===== config.mk =====
export PLATFORM = sky130hd
export DESIGN_NAME = ordered_byte_set_store_flat
export DESIGN_NICKNAME = d
export VERILOG_FILES = /design/src/rtl/obss_pkg.sv /design/src/rtl/obss_req_if.sv /design/src/rtl/obss_rsp_if.sv /design/src/rtl/obss_cell.sv /design/src/rtl/ordered_byte_set_store.sv /design/src/flat_wrapper.sv
export SDC_FILE = /design/constraint.sdc
export NUM_CORES = 1
export LEC_CHECK = 0
export ABC_AREA = 1
export BUFFER_PORTS_ARGS = -buffer_cell sky130_fd_sc_hd__buf_2
export CAP_MARGIN = 20
export CORE_AREA = 2 2 379 381
export DETAILED_ROUTE_END_ITERATION = 12
export DIE_AREA = 0 0 381 383
export GPL_TIMING_DRIVEN = 0
export PLACE_DENSITY = 0.5
export SYNTH_ARGS = -nofsm -noshare
export SYNTH_HDL_FRONTEND = slang
export SYNTH_SLANG_ARGS = --single-unit

===== constraint.sdc =====
create_clock -name clk -period 17.9 [get_ports clk]
set_clock_uncertainty 0.1 [all_clocks]
set_input_delay 3.58 -clock clk [delete_from_list [all_inputs] [get_ports clk]]
set_output_delay 3.58 -clock clk [all_outputs]
set_load 0.005 [all_outputs]

===== src/rtl/obss_pkg.sv =====
// ----------------------------------------------------------------------------
// obss_pkg
// types, codes and widths shared by the ordered byte set store
// ----------------------------------------------------------------------------
package obss_pkg;

    localparam int unsigned ITEM_W       = 8;
    localparam int unsigned IDX_W        = 6;
    localparam int unsigned COUNT_OUT_W  = 7;
    localparam int unsigned DEF_CAPACITY = 64;

    typedef enum logic [1:0] {
        OP_ADD   = 2'd0,
        OP_DEL   = 2'd1,
        OP_QUERY = 2'd2,
        OP_READ  = 2'd3
    } opcode_t;

    typedef enum logic [1:0] {
        ST_OK        = 2'd0,
        ST_NOT_FOUND = 2'd1,
        ST_FULL      = 2'd2,
        ST_BAD_INDEX = 2'd3
    } status_t;

    // command held while the chain evaluates it
    typedef struct packed {
        opcode_t            opcode;
        logic [ITEM_W-1:0]  item_byte;
        logic [IDX_W-1:0]   entry_index;
    } cmd_t;

    // update strobes broadcast back into every cell
    typedef struct packed {
        logic do_add;
        logic do_del;
    } commit_t;

    // neighbor link: match seen so far and selected read data
    typedef struct packed {
        logic               hit;
        logic [ITEM_W-1:0]  value;
    } link_t;

endpackage


===== src/rtl/obss_req_if.sv =====
// ----------------------------------------------------------------------------
// obss_req_if
// request channel: one operation word with valid/ready handshake
// ----------------------------------------------------------------------------
interface obss_req_if;
    import obss_pkg::*;

    logic               valid;
    logic               ready;
    logic [1:0]         opcode;
    logic [ITEM_W-1:0]  item_byte;
    logic [IDX_W-1:0]   entry_index;

    modport source (output valid, output opcode, output item_byte, output entry_index,
                    input ready);
    modport sink   (input valid, input opcode, input item_byte, input entry_index,
                    output ready);
endinterface


===== src/rtl/obss_rsp_if.sv =====
// ----------------------------------------------------------------------------
// obss_rsp_if
// response channel: one result word with valid/ready handshake
// ----------------------------------------------------------------------------
interface obss_rsp_if;
    import obss_pkg::*;

    logic                    valid;
    logic                    ready;
    logic                    found;
    logic [ITEM_W-1:0]       entry_value;
    logic [COUNT_OUT_W-1:0]  entry_count;
    logic [1:0]              status;

    modport source (output valid, output found, output entry_value, output entry_count,
                    output status, input ready);
    modport sink   (input valid, input found, input entry_value, input entry_count,
                    input status, output ready);
endinterface


===== src/rtl/obss_cell.sv =====
// ----------------------------------------------------------------------------
// obss_cell
// one storage slot: compare, read select, append write and shift-down on delete
// ----------------------------------------------------------------------------
module obss_cell #(
    parameter int unsigned POS   = 0,
    parameter int unsigned CNT_W = 7
) (
    input  logic                        clk,
    input  obss_pkg::cmd_t              cmd,
    input  obss_pkg::commit_t           commit,
    input  logic [CNT_W-1:0]            count,
    input  obss_pkg::link_t             link_in,
    output obss_pkg::link_t             link_out,
    input  logic [obss_pkg::ITEM_W-1:0] neighbor_entry,
    output logic [obss_pkg::ITEM_W-1:0] entry
);
    import obss_pkg::*;

    localparam logic [CNT_W-1:0] POS_C = CNT_W'(POS);

    logic [ITEM_W-1:0] entry_reg;
    logic [ITEM_W-1:0] entry_next;
    logic              live;
    logic              match;
    logic              sel;

    assign live  = (POS_C < count);
    assign match = live && (entry_reg == cmd.item_byte);
    assign sel   = (32'(cmd.entry_index) == 32'(POS));

    // hit ripples upward: every slot at or above the match moves down
    assign link_out.hit   = link_in.hit | match;
    assign link_out.value = link_in.value | (sel ? entry_reg : '0);

    always_comb
    begin
        entry_next = entry_reg;
        if (commit.do_add && (count == POS_C))
        begin
            entry_next = cmd.item_byte;
        end
        else if (commit.do_del && link_out.hit)
        begin
            entry_next = neighbor_entry;
        end
    end

    always_ff @(posedge clk)
    begin
        entry_reg <= entry_next;
    end

    assign entry = entry_reg;

endmodule


===== src/rtl/ordered_byte_set_store.sv =====
// ----------------------------------------------------------------------------
// ordered_byte_set_store
// insertion-ordered set of distinct bytes built as a row of compare cells
// ----------------------------------------------------------------------------
// Holds up to CAPACITY distinct bytes in the order they were first added. Each
// request word carries an opcode (add, delete, membership query, read at
// index) and gives exactly one response word with found, the read value, the
// entry count after the operation and a status code. The store is a row of
// CAPACITY identical cells; each cell holds one byte, compares it against the
// request byte, and passes a match flag and read data on to the next cell.
// A delete moves every entry above the matching cell down by one slot at
// once, each cell taking its upper neighbor's byte. Throughput is one
// operation per clock while the response side stays ready. The request sits
// in the command register after its accept edge, is evaluated there and is
// captured into the response register once that register is free. The
// critical path is the match/read ripple through all CAPACITY cells. While a
// response waits, one more request can be taken into the command register;
// after that the request side stalls until the response is taken. Slot
// contents have no reset; only slots below the count are ever looked at, so
// no clearing pass is needed after reset. entry_count reports the low seven
// bits of the count.
// ----------------------------------------------------------------------------
module ordered_byte_set_store #(
    parameter int unsigned CAPACITY = obss_pkg::DEF_CAPACITY
) (
    input  logic         clk,
    input  logic         rst_n,
    obss_req_if.sink     req,
    obss_rsp_if.source   rsp
);
    import obss_pkg::*;

    localparam int unsigned CNT_W = $clog2(CAPACITY + 1);
    localparam int unsigned CMP_W = (CNT_W > IDX_W) ? CNT_W : IDX_W;
    localparam logic [CNT_W-1:0] CAP_C = CNT_W'(CAPACITY);

    // command stage
    logic     cmd_valid_reg;
    logic     cmd_valid_next;
    cmd_t     cmd_reg;

    // response stage
    logic                    rsp_valid_reg;
    logic                    rsp_valid_next;
    logic                    found_reg;
    logic [ITEM_W-1:0]       value_reg;
    logic [COUNT_OUT_W-1:0]  count_out_reg;
    status_t                 status_reg;

    // occupancy
    logic [CNT_W-1:0] count_reg;
    logic [CNT_W-1:0] count_next;

    // cell row
    link_t             link [CAPACITY+1];
    logic [ITEM_W-1:0] entry_q [CAPACITY];
    commit_t           commit;

    // handshake
    logic rsp_free;
    logic advance;
    logic req_take;

    // evaluation of the held command
    logic              hit;
    logic              idx_ok;
    logic              found_calc;
    logic [ITEM_W-1:0] value_calc;
    status_t           status_calc;

    assign rsp_free  = !rsp_valid_reg || rsp.ready;
    assign advance   = cmd_valid_reg && rsp_free;
    assign req.ready = !cmd_valid_reg || rsp_free;
    assign req_take  = req.valid && req.ready;

    // ---- cell row ----
    assign link[0] = '0;

    for (genvar k = 0; k < CAPACITY; k++)
    begin : g_cell
        logic [ITEM_W-1:0] upper;
        if (k == CAPACITY - 1)
        begin : g_top
            assign upper = entry_q[k];
        end
        else
        begin : g_mid
            assign upper = entry_q[k+1];
        end

        obss_cell #(
            .POS   (k),
            .CNT_W (CNT_W)
        ) u_cell (
            .clk            (clk),
            .cmd            (cmd_reg),
            .commit         (commit),
            .count          (count_reg),
            .link_in        (link[k]),
            .link_out       (link[k+1]),
            .neighbor_entry (upper),
            .entry          (entry_q[k])
        );
    end

    // ---- decide the operation ----
    assign hit    = link[CAPACITY].hit;
    assign idx_ok = (CMP_W'(cmd_reg.entry_index) < CMP_W'(count_reg));

    always_comb
    begin
        commit      = '0;
        found_calc  = 1'b0;
        value_calc  = '0;
        status_calc = ST_OK;
        count_next  = count_reg;
        unique case (cmd_reg.opcode)
            OP_ADD:
            begin
                if (hit)
                begin
                    found_calc = 1'b1;
                end
                else if (count_reg >= CAP_C)
                begin
                    status_calc = ST_FULL;
                end
                else
                begin
                    commit.do_add = advance;
                    count_next    = count_reg + 1'b1;
                end
            end
            OP_DEL:
            begin
                if (hit)
                begin
                    found_calc    = 1'b1;
                    commit.do_del = advance;
                    count_next    = count_reg - 1'b1;
                end
                else
                begin
                    status_calc = ST_NOT_FOUND;
                end
            end
            OP_QUERY:
            begin
                found_calc = hit;
            end
            OP_READ:
            begin
                if (idx_ok)
                begin
                    value_calc = link[CAPACITY].value;
                end
                else
                begin
                    status_calc = ST_BAD_INDEX;
                end
            end
            default:
            begin
                status_calc = ST_OK;
            end
        endcase
    end

    // ---- control registers ----
    always_comb
    begin
        cmd_valid_next = cmd_valid_reg;
        if (req_take)
        begin
            cmd_valid_next = 1'b1;
        end
        else if (advance)
        begin
            cmd_valid_next = 1'b0;
        end

        rsp_valid_next = rsp_valid_reg;
        if (advance)
        begin
            rsp_valid_next = 1'b1;
        end
        else if (rsp.ready)
        begin
            rsp_valid_next = 1'b0;
        end
    end

    always_ff @(posedge clk or negedge rst_n)
    begin
        if (!rst_n)
        begin
            cmd_valid_reg <= 1'b0;
            rsp_valid_reg <= 1'b0;
            count_reg     <= '0;
        end
        else
        begin
            cmd_valid_reg <= cmd_valid_next;
            rsp_valid_reg <= rsp_valid_next;
            if (advance)
            begin
                count_reg <= count_next;
            end
        end
    end

    // ---- payload registers ----
    always_ff @(posedge clk)
    begin
        if (req_take)
        begin
            cmd_reg.opcode      <= opcode_t'(req.opcode);
            cmd_reg.item_byte   <= req.item_byte;
            cmd_reg.entry_index <= req.entry_index;
        end
        if (advance)
        begin
            found_reg     <= found_calc;
            value_reg     <= value_calc;
            count_out_reg <= COUNT_OUT_W'(count_next);
            status_reg    <= status_calc;
        end
    end

    // ---- response port ----
    assign rsp.valid       = rsp_valid_reg;
    assign rsp.found       = found_reg;
    assign rsp.entry_value = value_reg;
    assign rsp.entry_count = count_out_reg;
    assign rsp.status      = status_reg;

`ifndef ASSERT_OFF
    // occupancy never runs past the number of cells
    a_count_bound: assert property (@(posedge clk) disable iff (!rst_n)
        count_reg <= CAP_C)
        else $error("count beyond capacity");

    // an accepted append grows the count by exactly one
    a_add_grows: assert property (@(posedge clk) disable iff (!rst_n)
        commit.do_add |=> count_reg == $past(count_reg) + 1'b1)
        else $error("append did not grow count");

    // a delete only happens on a match and shrinks the count by one
    a_del_shrinks: assert property (@(posedge clk) disable iff (!rst_n)
        commit.do_del |=> count_reg == $past(count_reg) - 1'b1)
        else $error("delete did not shrink count");

    // append and delete never fire together
    a_one_update: assert property (@(posedge clk) disable iff (!rst_n)
        !(commit.do_add && commit.do_del))
        else $error("append and delete at once");

    // a rejected read returns zero data
    a_bad_read_zero: assert property (@(posedge clk) disable iff (!rst_n)
        rsp_valid_reg && (status_reg == ST_BAD_INDEX) |-> value_reg == '0)
        else $error("bad index returned data");
`endif

endmodule

===== src/flat_wrapper.sv =====
// flat-port wrapper written by rule: the top's interface ports become plain ports
module ordered_byte_set_store_flat import obss_pkg::*;
#(
    parameter int unsigned CAPACITY = obss_pkg::DEF_CAPACITY
)
  (clk, rst_n, req_valid, req_opcode, req_item_byte, req_entry_index, req_ready, rsp_valid, rsp_found, rsp_entry_value, rsp_entry_count, rsp_status, rsp_ready);
  obss_req_if req_i ();
  obss_rsp_if rsp_i ();
  input  logic clk;
  input  logic rst_n;
  input wire logic [$bits(req_i.valid)-1:0] req_valid;
  input wire logic [$bits(req_i.opcode)-1:0] req_opcode;
  input wire logic [$bits(req_i.item_byte)-1:0] req_item_byte;
  input wire logic [$bits(req_i.entry_index)-1:0] req_entry_index;
  output wire logic [$bits(req_i.ready)-1:0] req_ready;
  output wire logic [$bits(rsp_i.valid)-1:0] rsp_valid;
  output wire logic [$bits(rsp_i.found)-1:0] rsp_found;
  output wire logic [$bits(rsp_i.entry_value)-1:0] rsp_entry_value;
  output wire logic [$bits(rsp_i.entry_count)-1:0] rsp_entry_count;
  output wire logic [$bits(rsp_i.status)-1:0] rsp_status;
  input wire logic [$bits(rsp_i.ready)-1:0] rsp_ready;
  assign req_i.valid = req_valid;
  assign req_i.opcode = req_opcode;
  assign req_i.item_byte = req_item_byte;
  assign req_i.entry_index = req_entry_index;
  assign req_ready = req_i.ready;
  assign rsp_valid = rsp_i.valid;
  assign rsp_found = rsp_i.found;
  assign rsp_entry_value = rsp_i.entry_value;
  assign rsp_entry_count = rsp_i.entry_count;
  assign rsp_status = rsp_i.status;
  assign rsp_i.ready = rsp_ready;
  ordered_byte_set_store #(.CAPACITY(CAPACITY)) u_core (.clk(clk), .rst_n(rst_n), .req(req_i), .rsp(rsp_i));
endmodule

==> metrics.cfg, run 1 <==
[status]
status = complete, no violations

[flow_run]
maxCapViolCount = 0

[yosys]
ys_types = 59
syn_nets = 4106
ys.flop_type = edfxtp_1
synth_area_sq_mm = 0.0352
synthTopCellsByArea = edfxtp_1 (47%), nand2_1 (11%), xor2_1 (6.2%)
synth_edf_count = 546
post-synth-top-area-cell = edfxtp_1
ys_seq_area_share_pct = 47.2
ys_ff_latch = 555
synth_top_cell_area_share_pct = 46.6
ys_warn_count = 0
ys_async_sr_fraction_pct = 1.62
syn_area_per_cell_sq_um = 8.64
syn_inst = 4075

[global_route]
grt_util_all_layers_pct = 22.2
grt_pass1_wl_mm = 233
grt_pass1_vias = 30705
grt_max_degree = 28
grt_antenna_before_repair = 13
gr-total-overflow = 0

[detailed_routing]
vias = 33067
drt-initial-drc-count = 4928
vias_per_cell = 5.35
drc_errors = 0
first_pass_iters = 8
wl_mm = 168
ant_nets = 0
wl_per_cell_um = 27.1

[critical_path]
crit_type = reg -> reg
endpoint_kind = register
worstPathRequired_ps = 18060
worstPathMaxFanout = 10
critPathTopFamily = simple AND/OR/NAND/NOR gates
cp_common_cell = nand4_1
cp_slowest_cell = o21ai_1
critPathMaxStageDelay_ps = 950
crit_path_start_kind = register
crit_arrival_ps = 10770
worst-path-buf-inv = 3

[layout]
largest_register_ffs = 512
post-route-util_pct = 28.3
syn_to_final_growth_pct = 14.5
layout_common_cells = nand2_1 (1063), edfxtp_1 (546), o21ai_0 (335)
layout_commonest_cell = nand2_1
final_cells = 6183
fin_nets = 4257
layout-drive-gt1-share_pct = 9.35

[place]
gp_congestion = 1.01
dp_hpwl_mm = 127
place_inst = 6037
port_buffers = 39

[clock_network]
clock-sinks = 555
cts_inserted_buffers = 69
cts_tree = built
cts_hold_buf = 0
cts_setup_buffers = 0
clock-root-buffer = clkbuf_16
clk_latency_ps = 670
clock_path_buffers = 3
h-tree-depth = 3
post_cts_resized = 0
path_clk_slew_ps = 60

[power_and_ir_drop]
total_power_uw = 3790
power_density_mw_per_mm2 = 94.0
max-vdd-ir-drop_mv = 0.0737
p_leak_uw = 0.0157

[timing]
setup-tns-final_ps = 0
slew_viol_final = 0
max_slew_margin_pct = 9.52
holdWs_ps = 383
setup_viol = 0
grt_setup_unrepaired = false
fmax_ghz = 0.0943
hold_violations = 0
max_slew.worst_pin.slew_ps = 1360
fin_crit_sh_pct = 59.3
fin_crit_ps = 10610

[die]
ioPinCount = 40
die_area_sq_mm = 0.146
start_util_pct = 24.7
core_area_sq_mm = 0.142
num_rows = 139
die_h_um = 383
die_x_um = 381

[worst_hold_path]
hp-class = reg -> reg

## cell type report
type | instances | area [sq um]
clock buffers | 75 | 1790
clock inverters | 47 | 475
flip-flops and latches | 555 | 16600
repair buffers | 80 | 433
plain buffers | 225 | 1380
multi-input cells | 2995 | 16100
well taps | 1903 | 2380
fillers | 15377 | 102000
inverters | 300 | 1130
diodes | 3 | 7.51
## worst paths after layout
path / startpoint / to / slack [ps] / cells after the start
min: u_core.cmd_reg[11] / u_core.g_cell[63].u_cell.entry[5] / 380 / 0
min reg2reg: u_core.cmd_reg[11] / u_core.g_cell[63].u_cell.entry[5] / 380 / 0
max reg2reg: u_core.count_reg[1] / u_core.g_cell[36].u_cell.entry[7] / 7290 / 38
min in group asynchronous: rst_n / u_core.count_reg[4] / 2730 / 1
max in group asynchronous: rst_n / u_core.count_reg[2] / 14680 / 1
max: u_core.count_reg[1] / u_core.g_cell[36].u_cell.entry[7] / 7290 / 38
## cells by family (layout without fill, tap and decap cells)
group	after synthesis	after routing	share of synthesized area [%]
and+or+nand+nor	1767	1767	21.9
AOI/OAI and AO/OA	887	887	15.1
DFF	555	555	47.2
buffers and inverters	525	727	7.13
xor gates and xnor gates	330	330	8.21
adders and majority gates	11	11	0.391
other	0	3	0
## power breakdown
| part | total (uW) | internal [uW] | switching, uW |
|---|---|---|---|
| registers | 1470 | 1440 | 27.0 |
| clock network | 1460 | 841 | 619 |
| logic | 857 | 178 | 679 |
## Yosys cell counts (11+ instances only)
cell type         n
nor2_1          314
o211ai_1         15
xnor2_1          82
or2_2            23
ha_1             11
nand4_1          79
nor4_1           67
nand2_4          13
clkbuf_1         65
xor2_1          248
buf_1            21
inv_1           285
buf_6            16
a22o_1           19
buf_2            56
edfxtp_1        546
o21ai_0         335
o22ai_1          30
nand2_2          19
a21oi_1          44
o21ai_1         243
nand2_1        1063
nor3_1           45
nand3_2          14
a22oi_1          12
nand3_1          89
dlygate4sd1_1    40
buf_4            23
o2111ai_1        48
a2111oi_0        23
a221oi_1         76
## metal layers
metal  share of wire [%]  wire length (um)  track usage (%)  vias up
met1                  41             68100             29.4    15971
met2                  42             70600             33.1     2128
met5               0.064               108                0        -
li1                    -                 -                -    14515
met4                 6.6             11000             12.7       12
met3                  11             18000             5.18      441
## through the flow
| step | cell area, sq um | setup WS, ps |
|---|---|---|
| 2_1_floorplan | 35200 | 10490 |
| 3_3_place_gp | 37800 | 7710 |
| 3_5_place_dp | 37900 | 7870 |
| 4_1_cts | 40200 | 7750 |
| 5_1_grt | 40300 | 7130 |
| 6_report | 40300 | 7290 |
Power figures use the tool's default switching activity.
==> inputs of run 2 (changes only) <==
--- a/config.mk
+++ b/config.mk
@@ -5,12 +5,12 @@
 export SDC_FILE = /design/constraint.sdc
 export NUM_CORES = 1
 export LEC_CHECK = 0
-export ABC_AREA = 1
+export ABC_AREA = 0
 export BUFFER_PORTS_ARGS = -buffer_cell sky130_fd_sc_hd__buf_2
 export CAP_MARGIN = 20
-export CORE_AREA = 2 2 379 381
+export CORE_AREA = 2 2 380 382
 export DETAILED_ROUTE_END_ITERATION = 12
-export DIE_AREA = 0 0 381 383
+export DIE_AREA = 0 0 382 384
 export GPL_TIMING_DRIVEN = 0
 export PLACE_DENSITY = 0.5
 export SYNTH_ARGS = -nofsm -noshare
==> constraint.sdc (replaced) <==
create_clock -name clk -period 10.9 [get_ports clk]
set_clock_uncertainty 0.1 [all_clocks]
set_input_delay 2.18 -clock clk [delete_from_list [all_inputs] [get_ports clk]]
set_output_delay 2.18 -clock clk [all_outputs]
set_load 0.005 [all_outputs]
==> metrics.cfg, run 2 <==
[status]
status = complete, no violations

[timing]
max_slew.worst_pin.slew_ps = 1380
hold_violations = 0
slew_viol_final = 0
holdWs_ps = 348
setup_viol = 0
grt_setup_unrepaired = false
setup-tns-final_ps = 0
fmax_ghz = 0.126
max_slew_margin_pct = 7.84
fin_crit_ps = 7950
fin_crit_sh_pct = 72.9

[clock_network]
cts_inserted_buffers = 72
h-tree-depth = 3
clock-root-buffer = clkbuf_16
cts_tree = built
clock_path_buffers = 3
cts_hold_buf = 0
clock-sinks = 555
clk_latency_ps = 720
post_cts_resized = 0
path_clk_slew_ps = 70
cts_setup_buffers = 0

[yosys]
synth_area_sq_mm = 0.0355
synth_top_cell_area_share_pct = 46.2
synthTopCellsByArea = edfxtp_1 (46%), mux2_2 (15%), xnor2_1 (9.3%)
syn_nets = 2893
syn_inst = 2862
yosysMostFrequentCell = edfxtp_1
syn_area_per_cell_sq_um = 12.4
post-synth-top-area-cell = edfxtp_1
ys_seq_area_share_pct = 46.8
ys.flop_type = edfxtp_1
synth_common_cells = edfxtp_1 (546), mux2_2 (472), xnor2_1 (377), xor2_1 (141), a22oi_1 (122)
ys_ff_latch = 555
ys_types = 72
ys_warn_count = 0
synth_edf_count = 546
ys_async_sr_fraction_pct = 1.62

[critical_path]
rr_worst_depth = 13
worstPathRequired_ps = 11120
worst-path-buf-inv = 6
crit_arrival_ps = 8170
crit_path_start_kind = register
critPathMaxStageDelay_ps = 1160
worstSetupStartpoint = u_core.count_reg[2]
critPathTopFamily = buffers and inverters
cp.depth = 13
crit_type = reg -> reg
cp_slowest_cell = a2111oi_0
endpoint_kind = register
crit_chain = buf_1, clkbuf_1, clkinv_1, a2111oi_0, o21bai_1, nor3_1, nor4b_4, a31oi_2, buf_8, nand2_1, clkbuf_1, clkbuf_2, o21bai_1
reg2reg_from = u_core.count_reg[2]
worstPathMaxFanout = 10

[place]
gp_congestion = 1.16
dp_hpwl_mm = 215
post_dp_cell_area_sq_mm = 0.0394
port_buffers = 39

[worst_hold_path]
whs_path_depth = 0
hold_start = u_core.cmd_reg[13]
hp-class = reg -> reg

[power_and_ir_drop]
pwr-share-seq_pct = 39.2
clockPowerShare_pct = 37.6
power_frac_comb_pct = 23.2
power_density_mw_per_mm2 = 148
p_int_uw = 3970
total_power_uw = 6170
max-vdd-ir-drop_mv = 0.120
switchingPower_uw = 2200
swShare_pct = 35.7
p_leak_uw = 0.0134

[layout]
syn_to_final_growth_pct = 17.4
layout_common_cells = edfxtp_1 (546), mux2_2 (472), xnor2_1 (377)
fin_nets = 3114
layout-drive-gt1-share_pct = 28.9
post-route-util_pct = 29.2
n_fill_cell = 14604
layout_commonest_cell = edfxtp_1
largest_register_ffs = 512
design_area_sq_mm = 0.0417

[global_route]
grtUsageMet2_pct = 50.6
grt_antenna_before_repair = 48
met1_usage_pct = 43.5
grt_max_degree = 17
gr-usage-met3_pct = 12.5
grt_pass1_vias = 29325
top_usage_layer = met2
grt_util_all_layers_pct = 35.9
gr-total-overflow = 0
grt_pass1_wl_mm = 336

[die]
die_h_um = 384
num_rows = 139
die_area_sq_mm = 0.147
ioPinCount = 40
core_area_sq_mm = 0.143
die_x_um = 382
start_util_pct = 24.9

[detailed_routing]
wl_mm = 270
ant_nets = 0
drc_errors = 0
wl_per_cell_um = 53.4
vias_per_cell = 6.28
drt-initial-drc-count = 5594
vias = 31834
first_pass_iters = 5

[flow_run]
maxCapViolCount = 0

-- run 2: changes by cell type after synthesis, moves of 194 or more --
cell,delta
inv_1,-270
mux2_2,+472
nand2_1,-1001
nor2_1,-194
o21ai_0,-291
o21ai_1,-243
xnor2_1,+295
-- run 2: final timing paths --
| check | endpoint | slack, ps |
|---|---|---|
| worst min-delay path | u_core.g_cell[63].u_cell.entry[7] | 350 |
| max in group asynchronous | u_core.count_reg[5] | 9200 |
| worst max-delay path | u_core.g_cell[3].u_cell.entry[1] | 2950 |
| min in group asynchronous | u_core.count_reg[3] | 1240 |
| worst max register to register | u_core.g_cell[3].u_cell.entry[1] | 2950 |
| worst min register to register | u_core.g_cell[63].u_cell.entry[7] | 350 |
-- run 2: power by group through the flow --
stage / sequential (uW) / clock (uW) / combinational, uW
4_1_cts: 2420 / 2340 / 1330
3_5_place_dp: 2460 / 0 / 1330
2_1_floorplan: 2430 / 0 / 623
5_1_grt: 2420 / 2400 / 1380
6_report: 2420 / 2320 / 1430
3_3_place_gp: 2460 / 0 / 1270
-- run 2: metal layers --
metal  routed length (um)  share of wire [%]  up-vias
met2               108000                 40     2908
li1                     -                  -    11580
met3                33100                 12      975
met4                27800                 10       18
met5                  123              0.045        -
met1               101000                 37    16353
-- run 2: through the flow --
| stage | instances | setup slack (ps) |
|---|---|---|
| after floorplan | 2862 | 5340 |
| after global placement | 4804 | 1530 |
| after detailed placement | 4904 | 3490 |
| after CTS | 5026 | 3420 |
| after global routing | 5035 | 3300 |
| final | 5067 | 2950 |
-- run 2: worst register-to-register path, stage by stage, from the launching register on --
cell and delay (ps):
dfrtp_1 520, buf_1 510, clkbuf_1 760, clkinv_1 780, a2111oi_0 1160, o21bai_1 350
nor3_1 160, nor4b_4 200, a31oi_2 490, buf_8 230, nand2_1 150, clkbuf_1 470
clkbuf_2 650, o21bai_1 1020
-- run 2: cell type report --
cell class / count / area (sq um) / share of cell area, %
Antenna cell: 33 / 82.6 / 0.198
Buffer: 193 / 1040 / 2.49
Clock buffer: 89 / 1910 / 4.58
Clock inverter: 33 / 246 / 0.591
Inverter: 17 / 63.8 / 0.153
Multi-Input combinational cell: 2097 / 17900 / 42.9
Sequential cell: 555 / 16600 / 39.9
Tap cell: 1903 / 2380 / 5.71
Timing Repair Buffer: 147 / 1450 / 3.48
-- run 2: cells by family (layout without fill, tap and decap cells) --
logic type,after synthesis,in the layout,share of synthesized area [%]
other,0,33,0
xor gates and xnor gates,518,518,12.8
and+or+nand+nor,623,623,11.6
muxes,511,511,16.2
AOI/OAI and AO/OA,434,434,9.26
DFF,555,555,46.8
adders and majority gates,11,11,0.387
buffers and inverters,210,479,3.06
